**config.mk**
```make
export PLATFORM = sky130hd
export DESIGN_NAME = electron_cut_id_selector
export DESIGN_NICKNAME = d
export VERILOG_FILES = /design/src/design/ecid_pkg.sv /design/src/design/ecid_index.sv /design/src/design/ecid_energy.sv /design/src/design/ecid_ratio.sv /design/src/design/electron_cut_id_selector.sv
export SDC_FILE = /design/constraint.sdc
export NUM_CORES = 2
export LEC_CHECK = 0
export BUFFER_PORTS_ARGS = -buffer_cell sky130_fd_sc_hd__buf_2
export CAP_MARGIN = 20
export CORE_ASPECT_RATIO = 2
export CORE_UTILIZATION = 45
export CTS_CLUSTER_DIAMETER = 150
export CTS_CLUSTER_SIZE = 40
export DETAILED_ROUTE_END_ITERATION = 10
export GPL_TIMING_DRIVEN = 0
export PLACE_DENSITY = 0.74
export SYNTH_ARGS = -nofsm -noshare
export SYNTH_HDL_FRONTEND = slang
export SYNTH_HIERARCHICAL = 1
export SYNTH_SLANG_ARGS = --single-unit
```
**constraint.sdc**
```tcl
create_clock -name i_clk -period 12 [get_ports i_clk]
set_input_delay 0 -clock i_clk [delete_from_list [all_inputs] [get_ports i_clk]]
set_output_delay 0 -clock i_clk [all_outputs]
set_load 0.01 [all_outputs]
```
**src/design/ecid_pkg.sv**
```systemverilog
// Shared constants, types and cosh table for the electron cut ID selector.
package ecid_pkg;

    localparam int COSH_TABLE_DEPTH = 256;
    localparam int COSH_SPAN        = COSH_TABLE_DEPTH - 1;
    localparam int COSH_IDX_W       = $clog2(COSH_TABLE_DEPTH);
    localparam int COSH_W           = 16;

    localparam int KEY_W  = 16;
    localparam int PT_W   = 20;
    localparam int ETA_W  = 15;
    localparam int SIE_W  = 16;
    localparam int HOE_W  = 16;
    localparam int DETA_W = 16;
    localparam int DPHI_W = 17;
    localparam int ISO_W  = 20;
    localparam int WP_W   = 2;

    localparam int ETA_SAT    = 12288;
    localparam int ASAT_W     = $clog2(ETA_SAT + 1);
    localparam int ETA_PROD_W = $clog2(ETA_SAT * COSH_SPAN + ETA_SAT / 2 + 1);
    localparam int ETA_Q_W    = ETA_PROD_W - 12;
    localparam int DIV3_SHIFT = 17;
    localparam int DIV3_MUL   = 43691;
    localparam int DIV3_MUL_W = 16;
    localparam int DIV3_W     = ETA_Q_W + DIV3_MUL_W;

    localparam int E_RAW_W = PT_W + COSH_W;
    localparam int E_W     = E_RAW_W + 1 - 12;
    localparam int C_W     = 17;
    localparam int PROD_W  = C_W + E_W;

    localparam logic [ETA_W-1:0]  BARREL_ETA_LIM = 15'd6058;
    localparam logic [SIE_W-1:0]  SIEIE_EB_LIM   = 16'd984;
    localparam logic [SIE_W-1:0]  SIEIE_EE_LIM   = 16'd2950;
    localparam logic [HOE_W-1:0]  HOE_LIM        = 16'd205;
    localparam logic [DETA_W-1:0] DETA_EB_LIM    = 16'd525;
    localparam logic [DETA_W-1:0] DETA_EE_LIM    = 16'd787;
    localparam logic [DPHI_W-1:0] DPHI_LIM       = 17'd984;
    localparam logic [E_W-1:0]    E_MIN          = E_W'(64);

    localparam logic [C_W-1:0] C_ECAL_EB     = 17'd16384;
    localparam logic [C_W-1:0] C_ECAL_EE     = 17'd6554;
    localparam logic [C_W-1:0] C_TRK         = 17'd66;
    localparam logic [C_W-1:0] C_HCAL_ELE_EB = 17'd26214;
    localparam logic [C_W-1:0] C_HCAL_ELE_EE = 17'd39322;
    localparam logic [C_W-1:0] C_HCAL_PHO_EB = 17'd39322;
    localparam logic [C_W-1:0] C_HCAL_PHO_EE = 17'd65536;

    localparam logic [WP_W-1:0] WP_ELE_REC = 2'd0;

    typedef logic [COSH_W-1:0] t_cosh_rom [COSH_TABLE_DEPTH];

    typedef struct packed {
        logic [KEY_W-1:0] key;
        logic             cand_ok;
        logic             barrel;
        logic [ISO_W-1:0] ecal;
        logic [ISO_W-1:0] hcal;
        logic [ISO_W-1:0] trk;
    } t_carry;

    // Even Taylor sum in Q30, rounded to Q4.12
    function automatic t_cosh_rom f_build_cosh();
        t_cosh_rom       rom;
        longint unsigned term;
        longint unsigned sum;
        for (int i = 0; i < COSH_TABLE_DEPTH; i++) begin
            term = 64'd1 << 30;
            sum  = term;
            for (int n = 1; n <= 64; n++) begin
                term = term * 64'(3 * i) / 64'(n * COSH_SPAN);
                if ((n % 2) == 0) begin
                    sum = sum + term;
                end
            end
            rom[i] = COSH_W'((sum + (64'd1 << 17)) >> 18);
        end
        return rom;
    endfunction

    localparam t_cosh_rom COSH_ROM = f_build_cosh();

endpackage

```
**src/design/ecid_index.sv**
```systemverilog
// Front stages: basic cuts, cosh index and cosh table read.
module ecid_index (
    input  logic                          i_clk,
    input  logic                          i_rst_n,
    input  logic [ecid_pkg::WP_W-1:0]     i_working_point,
    input  logic                          i_valid,
    output logic                          o_ready,
    input  logic [ecid_pkg::KEY_W-1:0]    i_candidate_key,
    input  logic                          i_candidate_valid,
    input  logic [ecid_pkg::PT_W-1:0]     i_pt,
    input  logic signed [ecid_pkg::ETA_W-1:0]  i_eta,
    input  logic [ecid_pkg::SIE_W-1:0]    i_sigma_ieta_ieta,
    input  logic [ecid_pkg::HOE_W-1:0]    i_h_over_e,
    input  logic signed [ecid_pkg::DETA_W-1:0] i_delta_eta_in,
    input  logic signed [ecid_pkg::DPHI_W-1:0] i_delta_phi_in,
    input  logic [ecid_pkg::ISO_W-1:0]    i_ecal_isolation,
    input  logic [ecid_pkg::ISO_W-1:0]    i_hcal_isolation,
    input  logic [ecid_pkg::ISO_W-1:0]    i_track_isolation,
    output logic                          o_valid,
    input  logic                          i_ready,
    output ecid_pkg::t_carry              o_carry,
    output logic [ecid_pkg::PT_W-1:0]     o_pt,
    output logic [ecid_pkg::COSH_W-1:0]   o_cosh
);
    import ecid_pkg::*;

    logic [ETA_W-1:0]      w_aeta;
    logic [DETA_W-1:0]     w_adeta;
    logic [DPHI_W-1:0]     w_adphi;
    logic [ASAT_W-1:0]     w_asat;
    logic                  w_barrel;
    logic                  w_photon;
    logic                  w_track_ok;
    logic                  w_shape_ok;
    t_carry                n_carry1;
    logic [ETA_PROD_W-1:0] n_prod1;
    logic [DIV3_W-1:0]     w_div3;
    logic                  w_adv1;
    logic                  w_adv2;
    logic                  w_adv3;

    logic                  r_v1;
    logic                  r_v2;
    logic                  r_v3;
    t_carry                r_carry1;
    t_carry                r_carry2;
    t_carry                r_carry3;
    logic [PT_W-1:0]       r_pt1;
    logic [PT_W-1:0]       r_pt2;
    logic [PT_W-1:0]       r_pt3;
    logic [ETA_PROD_W-1:0] r_prod1;
    logic [COSH_IDX_W-1:0] r_idx2;
    logic [COSH_W-1:0]     r_cosh3;

    always_comb begin
        w_aeta   = i_eta[ETA_W-1] ? ETA_W'(-i_eta) : ETA_W'(i_eta);
        w_adeta  = i_delta_eta_in[DETA_W-1] ? DETA_W'(-i_delta_eta_in)
                                            : DETA_W'(i_delta_eta_in);
        w_adphi  = i_delta_phi_in[DPHI_W-1] ? DPHI_W'(-i_delta_phi_in)
                                            : DPHI_W'(i_delta_phi_in);
        w_asat   = (w_aeta > ETA_W'(ETA_SAT)) ? ASAT_W'(ETA_SAT) : ASAT_W'(w_aeta);
        w_barrel = w_aeta < BARREL_ETA_LIM;
        w_photon = i_working_point[1];
        w_shape_ok = (i_sigma_ieta_ieta < (w_barrel ? SIEIE_EB_LIM : SIEIE_EE_LIM))
                     && (i_h_over_e < HOE_LIM);
        w_track_ok = (w_adeta < (w_barrel ? DETA_EB_LIM : DETA_EE_LIM))
                     && (w_adphi < DPHI_LIM);

        n_carry1.key     = i_candidate_key;
        n_carry1.cand_ok = i_candidate_valid && w_shape_ok && (w_photon || w_track_ok);
        n_carry1.barrel  = w_barrel;
        n_carry1.ecal    = i_ecal_isolation;
        n_carry1.hcal    = i_hcal_isolation;
        n_carry1.trk     = i_track_isolation;

        n_prod1 = ETA_PROD_W'(w_asat) * ETA_PROD_W'(COSH_SPAN) + ETA_PROD_W'(ETA_SAT / 2);

        // divide by 3 through the reciprocal, exact for this range
        w_div3 = DIV3_W'(r_prod1[ETA_PROD_W-1:12]) * DIV3_W'(DIV3_MUL);
    end

    assign w_adv3  = !r_v3 || i_ready;
    assign w_adv2  = !r_v2 || w_adv3;
    assign w_adv1  = !r_v1 || w_adv2;
    assign o_ready = w_adv1;

    always_ff @(posedge i_clk) begin
        if (!i_rst_n) begin
            r_v1 <= 1'b0;
            r_v2 <= 1'b0;
            r_v3 <= 1'b0;
        end else begin
            if (w_adv1) begin
                r_v1 <= i_valid;
            end
            if (w_adv2) begin
                r_v2 <= r_v1;
            end
            if (w_adv3) begin
                r_v3 <= r_v2;
            end
        end
    end

    always_ff @(posedge i_clk) begin
        if (w_adv1) begin
            r_carry1 <= n_carry1;
            r_pt1    <= i_pt;
            r_prod1  <= n_prod1;
        end
        if (w_adv2) begin
            r_carry2 <= r_carry1;
            r_pt2    <= r_pt1;
            r_idx2   <= w_div3[DIV3_SHIFT+COSH_IDX_W-1:DIV3_SHIFT];
        end
        if (w_adv3) begin
            r_carry3 <= r_carry2;
            r_pt3    <= r_pt2;
            r_cosh3  <= COSH_ROM[r_idx2];
        end
    end

    assign o_valid = r_v3;
    assign o_carry = r_carry3;
    assign o_pt    = r_pt3;
    assign o_cosh  = r_cosh3;

endmodule

```
**src/design/ecid_energy.sv**
```systemverilog
// Energy stages: pt times cosh, rounding and the E_MIN floor.
module ecid_energy (
    input  logic                        i_clk,
    input  logic                        i_rst_n,
    input  logic                        i_valid,
    output logic                        o_ready,
    input  ecid_pkg::t_carry            i_carry,
    input  logic [ecid_pkg::PT_W-1:0]   i_pt,
    input  logic [ecid_pkg::COSH_W-1:0] i_cosh,
    output logic                        o_valid,
    input  logic                        i_ready,
    output ecid_pkg::t_carry            o_carry,
    output logic [ecid_pkg::E_W-1:0]    o_energy
);
    import ecid_pkg::*;

    logic [E_RAW_W:0]  w_round;
    logic [E_W-1:0]    w_energy;
    logic              w_adv4;
    logic              w_adv5;

    logic              r_v4;
    logic              r_v5;
    t_carry            r_carry4;
    t_carry            r_carry5;
    logic [E_RAW_W-1:0] r_raw4;
    logic [E_W-1:0]    r_energy5;

    always_comb begin
        w_round  = (E_RAW_W + 1)'(r_raw4) + (E_RAW_W + 1)'(2048);
        w_energy = w_round[E_RAW_W:12];
        if (w_energy < E_MIN) begin
            w_energy = E_MIN;
        end
    end

    assign w_adv5  = !r_v5 || i_ready;
    assign w_adv4  = !r_v4 || w_adv5;
    assign o_ready = w_adv4;

    always_ff @(posedge i_clk) begin
        if (!i_rst_n) begin
            r_v4 <= 1'b0;
            r_v5 <= 1'b0;
        end else begin
            if (w_adv4) begin
                r_v4 <= i_valid;
            end
            if (w_adv5) begin
                r_v5 <= r_v4;
            end
        end
    end

    always_ff @(posedge i_clk) begin
        if (w_adv4) begin
            r_carry4 <= i_carry;
            r_raw4   <= E_RAW_W'(i_pt) * E_RAW_W'(i_cosh);
        end
        if (w_adv5) begin
            r_carry5  <= r_carry4;
            r_energy5 <= w_energy;
        end
    end

    assign o_valid  = r_v5;
    assign o_carry  = r_carry5;
    assign o_energy = r_energy5;

endmodule

```
**src/design/ecid_ratio.sv**
```systemverilog
// Ratio stages: isolation over energy products, final decision and output register.
module ecid_ratio (
    input  logic                       i_clk,
    input  logic                       i_rst_n,
    input  logic [ecid_pkg::WP_W-1:0]  i_working_point,
    input  logic                       i_valid,
    output logic                       o_ready,
    input  ecid_pkg::t_carry           i_carry,
    input  logic [ecid_pkg::E_W-1:0]   i_energy,
    output logic                       o_valid,
    input  logic                       i_ready,
    output logic [ecid_pkg::KEY_W-1:0] o_result_key,
    output logic                       o_keep
);
    import ecid_pkg::*;

    logic              w_photon;
    logic              w_custom;
    logic [C_W-1:0]    w_c_ecal;
    logic [C_W-1:0]    w_c_hcal;
    logic              w_ecal_ok;
    logic              w_hcal_ok;
    logic              w_trk_ok;
    logic              n_keep;
    logic              w_adv6;
    logic              w_adv7;

    logic              r_v6;
    logic              r_v7;
    t_carry            r_carry6;
    logic [PROD_W-1:0] r_ecal_lim6;
    logic [PROD_W-1:0] r_hcal_lim6;
    logic [PROD_W-1:0] r_trk_lim6;
    logic [KEY_W-1:0]  r_key7;
    logic              r_keep7;

    always_comb begin
        w_photon = i_working_point[1];
        w_custom = i_working_point[0];
        w_c_ecal = i_carry.barrel ? C_ECAL_EB : C_ECAL_EE;
        if (w_photon) begin
            w_c_hcal = i_carry.barrel ? C_HCAL_PHO_EB : C_HCAL_PHO_EE;
        end else begin
            w_c_hcal = i_carry.barrel ? C_HCAL_ELE_EB : C_HCAL_ELE_EE;
        end

        w_ecal_ok = PROD_W'({r_carry6.ecal, 16'd0}) < r_ecal_lim6;
        w_hcal_ok = PROD_W'({r_carry6.hcal, 16'd0}) < r_hcal_lim6;
        w_trk_ok  = PROD_W'({r_carry6.trk, 16'd0}) < r_trk_lim6;
        n_keep    = r_carry6.cand_ok && w_ecal_ok && (w_photon || w_trk_ok)
                    && (!w_custom || w_hcal_ok);
    end

    assign w_adv7  = !r_v7 || i_ready;
    assign w_adv6  = !r_v6 || w_adv7;
    assign o_ready = w_adv6;

    always_ff @(posedge i_clk) begin
        if (!i_rst_n) begin
            r_v6 <= 1'b0;
            r_v7 <= 1'b0;
        end else begin
            if (w_adv6) begin
                r_v6 <= i_valid;
            end
            if (w_adv7) begin
                r_v7 <= r_v6;
            end
        end
    end

    always_ff @(posedge i_clk) begin
        if (w_adv6) begin
            r_carry6    <= i_carry;
            r_ecal_lim6 <= PROD_W'(w_c_ecal) * PROD_W'(i_energy);
            r_hcal_lim6 <= PROD_W'(w_c_hcal) * PROD_W'(i_energy);
            r_trk_lim6  <= PROD_W'(C_TRK) * PROD_W'(i_energy);
        end
        if (w_adv7) begin
            r_key7  <= r_carry6.key;
            r_keep7 <= n_keep;
        end
    end

    assign o_valid      = r_v7;
    assign o_result_key = r_key7;
    assign o_keep       = r_keep7;

endmodule

```
**src/design/electron_cut_id_selector.sv**
```systemverilog
// Top level of the electron/photon cut-based ID selector.
//
//   channel   direction  handshake                 payload
//   input     in         i_valid / o_ready         i_candidate_key .. i_track_isolation
//   result    out        o_valid / i_ready         o_result_key, o_keep
//   config    in         i_cfg_valid / o_cfg_ready i_cfg_working_point
//
// One item per cycle sustained while i_ready stays high, through seven register stages
// (eta product, cosh index, table read, pt*cosh, rounding, ratio products, decision).
// Synchronous active-low reset clears all stage valid bits and sets working point 0.
// Each stage holds only while its successor is full and blocked, so bubbles fill
// and the input stays open while a result waits, until all seven stages are full.
module electron_cut_id_selector (
    input  logic                               i_clk,
    input  logic                               i_rst_n,
    input  logic                               i_cfg_valid,
    output logic                               o_cfg_ready,
    input  logic [ecid_pkg::WP_W-1:0]          i_cfg_working_point,
    input  logic                               i_valid,
    output logic                               o_ready,
    input  logic [ecid_pkg::KEY_W-1:0]         i_candidate_key,
    input  logic                               i_candidate_valid,
    input  logic [ecid_pkg::PT_W-1:0]          i_pt,
    input  logic signed [ecid_pkg::ETA_W-1:0]  i_eta,
    input  logic [ecid_pkg::SIE_W-1:0]         i_sigma_ieta_ieta,
    input  logic [ecid_pkg::HOE_W-1:0]         i_h_over_e,
    input  logic signed [ecid_pkg::DETA_W-1:0] i_delta_eta_in,
    input  logic signed [ecid_pkg::DPHI_W-1:0] i_delta_phi_in,
    input  logic [ecid_pkg::ISO_W-1:0]         i_ecal_isolation,
    input  logic [ecid_pkg::ISO_W-1:0]         i_hcal_isolation,
    input  logic [ecid_pkg::ISO_W-1:0]         i_track_isolation,
    output logic                               o_valid,
    input  logic                               i_ready,
    output logic [ecid_pkg::KEY_W-1:0]         o_result_key,
    output logic                               o_keep
);
    import ecid_pkg::*;

    logic [WP_W-1:0]   r_working_point;
    logic              w_idx_valid;
    logic              w_idx_ready;
    t_carry            w_idx_carry;
    logic [PT_W-1:0]   w_idx_pt;
    logic [COSH_W-1:0] w_idx_cosh;
    logic              w_eng_valid;
    logic              w_eng_ready;
    t_carry            w_eng_carry;
    logic [E_W-1:0]    w_eng_energy;

    assign o_cfg_ready = 1'b1;

    always_ff @(posedge i_clk) begin
        if (!i_rst_n) begin
            r_working_point <= WP_ELE_REC;
        end else if (i_cfg_valid) begin
            r_working_point <= i_cfg_working_point;
        end
    end

    ecid_index u_index (
        .i_clk             (i_clk),
        .i_rst_n           (i_rst_n),
        .i_working_point   (r_working_point),
        .i_valid           (i_valid),
        .o_ready           (o_ready),
        .i_candidate_key   (i_candidate_key),
        .i_candidate_valid (i_candidate_valid),
        .i_pt              (i_pt),
        .i_eta             (i_eta),
        .i_sigma_ieta_ieta (i_sigma_ieta_ieta),
        .i_h_over_e        (i_h_over_e),
        .i_delta_eta_in    (i_delta_eta_in),
        .i_delta_phi_in    (i_delta_phi_in),
        .i_ecal_isolation  (i_ecal_isolation),
        .i_hcal_isolation  (i_hcal_isolation),
        .i_track_isolation (i_track_isolation),
        .o_valid           (w_idx_valid),
        .i_ready           (w_idx_ready),
        .o_carry           (w_idx_carry),
        .o_pt              (w_idx_pt),
        .o_cosh            (w_idx_cosh)
    );

    ecid_energy u_energy (
        .i_clk    (i_clk),
        .i_rst_n  (i_rst_n),
        .i_valid  (w_idx_valid),
        .o_ready  (w_idx_ready),
        .i_carry  (w_idx_carry),
        .i_pt     (w_idx_pt),
        .i_cosh   (w_idx_cosh),
        .o_valid  (w_eng_valid),
        .i_ready  (w_eng_ready),
        .o_carry  (w_eng_carry),
        .o_energy (w_eng_energy)
    );

    ecid_ratio u_ratio (
        .i_clk           (i_clk),
        .i_rst_n         (i_rst_n),
        .i_working_point (r_working_point),
        .i_valid         (w_eng_valid),
        .o_ready         (w_eng_ready),
        .i_carry         (w_eng_carry),
        .i_energy        (w_eng_energy),
        .o_valid         (o_valid),
        .i_ready         (i_ready),
        .o_result_key    (o_result_key),
        .o_keep          (o_keep)
    );

endmodule
```
* Yosys cells after proc, flatten, opt, wreduce, memory -nomap -nowiden
Memories as Yosys holds them, arrays and structs flattened. A register that Yosys moved wholly into a read port is not among the register bits. Cells that the tools add are included.
Cells by class: $add $sub $neg 5, multipliers 6, div/mod/pow operators 0, magnitude comparators 10, equality and inequality tests 0, shift-type cells 0, multiplexer cells 10, bitwise operators 1, reductions and logical operators 25
Operators by type and width (number):
- 36-bit by 42-bit < comparator with 1-bit output | 2
- 17-bit by 25-bit multiplier with 42-bit output | 2
- 17-bit two-way mux | 3
- 36-bit by 12-bit adder with 37-bit output, second input constant | 1
- 36-bit by 32-bit < comparator with 1-bit output | 1
- 20-bit by 16-bit multiplier with 36-bit output | 1
- 16-bit < comparator | 2
- 16-bit two-way mux | 2
- 6-bit by 25-bit multiplier with 31-bit output, first input constant | 1
- 15-bit two-way mux | 2
- 25-bit by 7-bit < comparator with 1-bit output, second input constant | 1
- 10-bit by 16-bit multiplier with 25-bit output, second input constant | 1
- 22-bit by 13-bit adder with 22-bit output, second input constant | 1
- 14-bit by 8-bit multiplier with 22-bit output, second input constant | 1
- 17-bit by 10-bit < comparator with 1-bit output, second input constant | 1
- 17-bit negation | 1
- 16-bit by 8-bit < comparator with 1-bit output, second input constant | 1
- 16-bit negation | 1
- 15-bit by 14-bit > comparator with 1-bit output, second input constant | 1
- 15-bit by 13-bit < comparator with 1-bit output, second input constant | 1
- 15-bit negation | 1
- 14-bit two-way mux | 1
- 12-bit two-way mux | 1
- 1-bit logical OR | 10
- other kinds (4) | 17
Storage, ports and cells: register bits 759, latch bits 0, bits in writable memories 0, ROM bits 4096, bits of input ports 184, output and inout port bits 20, logic and storage cells 113, memories kept 1
Memories:
- (name not given) | depth 256, width 16, read ports 1, clocked after Yosys merged registers in 1, wr ports 0, RTL line ecid_index.sv:119 | r_cosh3 <= COSH_ROM[r_idx2];

* Longest topological paths before layout
word-level depth 8, gate-level depth with buffers 28, depth with buffers taken out 25

* Hierarchy
The synthesis kept the hierarchy.
By module, submodules not included:
- ecid_ratio | instances 1, cells each 2574, area an instance 27781.6 um2, sequential area each 6195.9 um2
- ecid_index | instances 1, cells each 1704, area an instance 19970.4 um2, sequential area each 9909.5 um2
- ecid_energy | instances 1, cells each 1444, area an instance 16863.7 um2, sequential area each 6226.0 um2
- electron_cut_id_selector | instances 1, cells each 8, area an instance 83.8 um2, sequential area each 40.0 um2

* Worst setup path after synthesis
OpenSTA, ideal clock, no wires.
path type register -> register, start point reg u_ratio.r_v7 (netlist: u_ratio/o_valid), end point reg u_index/r_carry1[0] (netlist name), enable pin, library setup time 1.286 ns, data arrival time 10.317 ns, required time 10.714 ns, setup slack 0.397 ns, cell stages (with the launch flop) 7, buffers on the path 0, period minus slack after synthesis 11.603 ns, path through dfxtp_1 > nor2b_1 > nand2_1 > nor2b_1 > nand2_1 > nor2b_1 > nand3_1
On the way: word-level cells in the longest chain between the ends 8
RTL lines:
- start: declaration | RTL line ecid_ratio.sv:29 | logic r_v7;
- start signal: assignment | RTL line ecid_ratio.sv:67 | r_v7 <= r_v6;
- 1-bit logical NOT | RTL line ecid_ratio.sv:54 | assign w_adv7 = !r_v7 || i_ready;
- 1-bit logical OR | RTL line ecid_ratio.sv:54
- 1-bit logical OR | RTL line ecid_ratio.sv:55 | assign w_adv6 = !r_v6 || w_adv7;
- via w_eng_ready | RTL line electron_cut_id_selector.sv:46 | logic w_eng_ready;
- 1-bit logical OR | RTL line ecid_energy.sv:37 | assign w_adv5 = !r_v5 || i_ready;
- 1-bit logical OR | RTL line ecid_energy.sv:38 | assign w_adv4 = !r_v4 || w_adv5;
- via w_idx_ready | RTL line electron_cut_id_selector.sv:41 | logic w_idx_ready;
- 1-bit logical OR | RTL line ecid_index.sv:82 | assign w_adv3 = !r_v3 || i_ready;
- 1-bit logical OR | RTL line ecid_index.sv:83 | assign w_adv2 = !r_v2 || w_adv3;
- 1-bit logical OR | RTL line ecid_index.sv:84 | assign w_adv1 = !r_v1 || w_adv2;
- via o_ready | RTL line electron_cut_id_selector.sv:20 | output logic o_ready,
- end signal: assignment | RTL line ecid_index.sv:107 | r_carry1 <= n_carry1;
- end: declaration | RTL line ecid_index.sv:45 | t_carry r_carry1;
The timed path passes the listed nets, and every way through them passes these cells. A chain may end at the register's enable or synchronous reset.

* Final worst setup path
start point reg r_working_point[1], end point reg u_ratio.r_hcal_lim6[40] (data pin)
On the way: word-level cells in the longest chain between the ends 2
RTL lines:
- start: declaration | RTL line electron_cut_id_selector.sv:39 | logic [WP_W-1:0] r_working_point;
- start signal: assignment | RTL line electron_cut_id_selector.sv:56 | r_working_point <= i_cfg_working_point;
- 17-bit two-way mux | RTL line ecid_ratio.sv:41 | if (w_photon) begin
- 17-bit by 25-bit multiplier with 42-bit output | RTL line ecid_ratio.sv:76 | r_hcal_lim6 <= PROD_W'(w_c_hcal) * PROD_W'(i_energy);
- end signal: assignment | RTL line ecid_ratio.sv:76
- end: declaration | RTL line ecid_ratio.sv:32 | logic [PROD_W-1:0] r_hcal_lim6;
Every way passes these cells.

==> impl_metrics.json <==
{
  "rows": 196,
  "drt-total-wl_microns": 197900,
  "drt_iter0_markers": 2723,
  "gr-total-overflow": 0,
  "vias_per_cell": 5.549,
  "hpwl_microns": 159300,
  "r2r-start": "r_working_point[1]$_SDFFE_PN0P_",
  "clock_path_buffers": 3,
  "fmax_ghz": 0.1059,
  "synth.distinct_cells": 109,
  "ant_nets": 0,
  "gp_congestion": 1.030,
  "core_area_sq_um": 142700,
  "cts_max_level": 1,
  "synth_area_sq_um": 64700,
  "hold_end": "u_index/r_carry1[21]$_DFFE_PP_",
  "tightest_slew_ns": 1.235,
  "grt_pass1_wl_microns": 297100,
  "numPortBuffers": 196,
  "cts_buffers": 22,
  "setup_violations": 0,
  "root_buffer": "clkbuf_16",
  "cp-end-kind": "flip-flop",
  "rsz0062_at_grt": "false",
  "timing.final.crit_share": 0.7870,
  "r2r_end": "u_ratio/r_hcal_lim6[40]$_DFFE_PP_",
  "r2r_slack_ns": 2.56,
  "cts.sinks": 748,
  "worstHoldStart": "i_hcal_isolation[1]",
  "holdBufCountCts": 165,
  "crit_required_ns": 12.53,
  "slew_viol_final": 0,
  "post-route-util": 0.4961,
  "synth_compound_gate_area_share": 0.08426,
  "post_cts_buffers": 0,
  "cts_resized": 0,
  "die_y_microns": 538.2,
  "clk_latency_ns": 0.71,
  "relSlewSlack": 0.1770,
  "start_kind": "flip-flop",
  "start_util": 0.4533,
  "synthAdderAreaFrac": 0.3682,
  "nets": 7782,
  "vias": 44690,
  "finClkSkew_ns": 0.05596,
  "synth_edf_count": 739,
  "post_drt_wl_per_cell_microns": 24.57,
  "grt_antenna_before_repair": 10,
  "final_cell_count_no_fill": 8054,
  "ioPinCount": 204,
  "chipWidth_microns": 270.1,
  "async_flop_share": 0,
  "syn2layout_area_growth_pct": 9.449,
  "synth-simple-area-share": 0.09437,
  "dp_cells": 7841,
  "worstPathMaxFanout": 10,
  "arrival_ns": 9.97,
  "hold_viol_final": 0,
  "cts_tree": "done",
  "grt_max_degree": 89,
  "grt.total_usage": 0.2765,
  "synth_seq_cells": 748,
  "hold_path.class": "input port to flip-flop",
  "fin_crit_ns": 9.444,
  "synth-xor-area-share": 0.02531,
  "drt_first_pass_iters": 7,
  "clk_pin_slew_ns": 0.16,
  "worstSetupPathType": "flip-flop to flip-flop",
  "drcViolationCount": 0,
  "maxCapViolations": 0,
  "synthCells": 5730,
  "ys.warnings.count": 6,
  "drive_gt1_frac": 0.05496,
  "whs_path_depth": 2,
  "synth-main-ff-cell": "edfxtp_1",
  "die_area_sq_um": 145400,
  "r2r_cells": 24,
  "yosysSeqAreaShare": 0.3458,
  "status": "finished, final reports clean",
  "fin_tns_setup_ns": 0,
  "syn_area_per_cell_sq_um": 11.29,
  "synthMuxAreaShare": 0.005628,
  "grt_pass1_vias": 48910,
  "synth_top_family_by_area": "adder cells"
}
[sequential cells by signal, indices dropped and copies added (netlist names), 8 cells and up]
| name | flops |
|---|---|
| u_energy/o_carry | 78 |
| u_energy/r_carry4 | 78 |
| u_index/o_carry | 78 |
| u_index/r_carry1 | 78 |
| u_index/r_carry2 | 78 |
| u_ratio/r_carry6 | 77 |
| u_ratio/r_hcal_lim6 | 41 |
| u_ratio/r_ecal_lim6 | 39 |
| u_ratio/r_trk_lim6 | 31 |
| u_energy/o_energy | 25 |
| u_energy/r_raw4 | 25 |
| u_index/o_pt | 20 |
| u_index/r_pt1 | 20 |
| u_index/r_pt2 | 20 |
| u_index/o_cosh | 16 |
| u_ratio/o_result_key | 16 |
| u_index/r_prod1 | 10 |
| u_index/r_idx2 | 8 |
[cell usage in the layout, fill, tap and decap left out, drive strengths merged, types with 34 or more instances in the layout]
cell         count
nand3           70
edfxtp         739
dlygate4sd3    166
nand2b          34
nor3            48
fa             770
inv           1121
and2           192
a211oi          39
xnor2          122
nand2          430
xor2            65
nor2           179
buf            241
o21ai          141
clkbuf         192
nor2b           68
a21o           105
ha             671
a21oi          240
[area by class of cell]
type,instances,area (sq um)
antenna,5,12.51
buffer,184,721.9
clock buffer,33,601.8
clock inverter,2,41.29
fill,12780,71910
inverter,1123,4225
multi-input combinational,3696,37510
sequential,748,22370
tap,1881,2354
timing repair buffer,382,2975
[cell families after synthesis]
kind of cell / Yosys count
AO/OA/AOI/OAI: 813
buffers and inverters: 1307
flip-flops: 748
adder cells (fa/ha/maj): 1442
XOR/XNOR: 187
AND/OR/NAND/NOR: 1209
multiplexers: 21
other: 3
[metal layers]
layer	wire length, microns	vias to the layer above	global-route usage
li1	-	19880	-
met1	63200	22520	0.2650
met2	109500	1587	0.5337
met3	7840	698	0.03106
met4	17310	6	0.2045
met5	49	-	0
[synth_stat cells (48+ instances only)]
library cell | count | area, sq um
and2_1 | 191 | 1195
nor2_1 | 178 | 668.1
o21ai_0 | 133 | 665.6
fa_1 | 770 | 15410
xor2_1 | 65 | 569.3
edfxtp_1 | 739 | 22190
nand3_1 | 67 | 335.3
nand2_1 | 430 | 1614
nor3_1 | 48 | 240.2
xnor2_1 | 122 | 1069
nor2b_1 | 68 | 425.4
a21o_1 | 105 | 788.3
a21oi_1 | 239 | 1196
inv_1 | 1118 | 4197
ha_1 | 671 | 8396
clkbuf_1 | 159 | 596.8
[through the flow]
stage          hold slack [ns]  worst slack, ns  cell area [sq um]
3_5_place_dp            0.1781            2.643              68420
6_report               0.02250            2.556              70810
4_1_cts               0.001301            2.540              70720
2_1_floorplan          0.09887           0.3967              64780
5_1_grt               0.007755            2.152              70800
3_3_place_gp            0.1782           -6.058              68110
[worst max-delay path: stages, from the launching register on]
cell and delay, ns:
dfxtp_1 0.74, inv_1 0.32, ha_1 0.44, clkbuf_1 0.44, clkbuf_1 0.48, nand2_1 0.42, inv_1 0.32, fa_1 0.45
inv_1 0.08, fa_1 0.47, fa_1 0.55, fa_1 0.54, fa_1 0.55, fa_1 0.55, inv_1 0.04, ha_1 0.27
clkbuf_1 0.23, a211oi_1 0.26, o21ai_0 0.19, a211o_1 0.30, a21oi_1 0.45, a211o_1 0.34, a311oi_2 0.19, or4_1 0.55
o311ai_1 0.09
[how the worst max path moves through the flow]
stage / slack, ns / cells past startpoint / end / start
floorplan: 0.40 / 6 / u_index/r_carry1[0]$_DFFE_PP_ / u_ratio/o_valid$_SDFFE_PN0P_
global placement: -6.06 / 6 / u_index/r_pt1[12]$_DFFE_PP_ / u_ratio/o_valid$_SDFFE_PN0P_
detailed placement: 2.64 / 23 / u_ratio/r_hcal_lim6[34]$_DFFE_PP_ / r_working_point[1]$_SDFFE_PN0P_
CTS: 2.54 / 23 / u_ratio/r_hcal_lim6[34]$_DFFE_PP_ / r_working_point[1]$_SDFFE_PN0P_
global route: 2.15 / 23 / u_ratio/r_hcal_lim6[34]$_DFFE_PP_ / r_working_point[1]$_SDFFE_PN0P_
finish: 2.56 / 24 / u_ratio/r_hcal_lim6[40]$_DFFE_PP_ / r_working_point[1]$_SDFFE_PN0P_
Power is left out: the tool's default activity adds up to more than one toggle a clock period on the data nets, which glitch-free logic cannot reach.
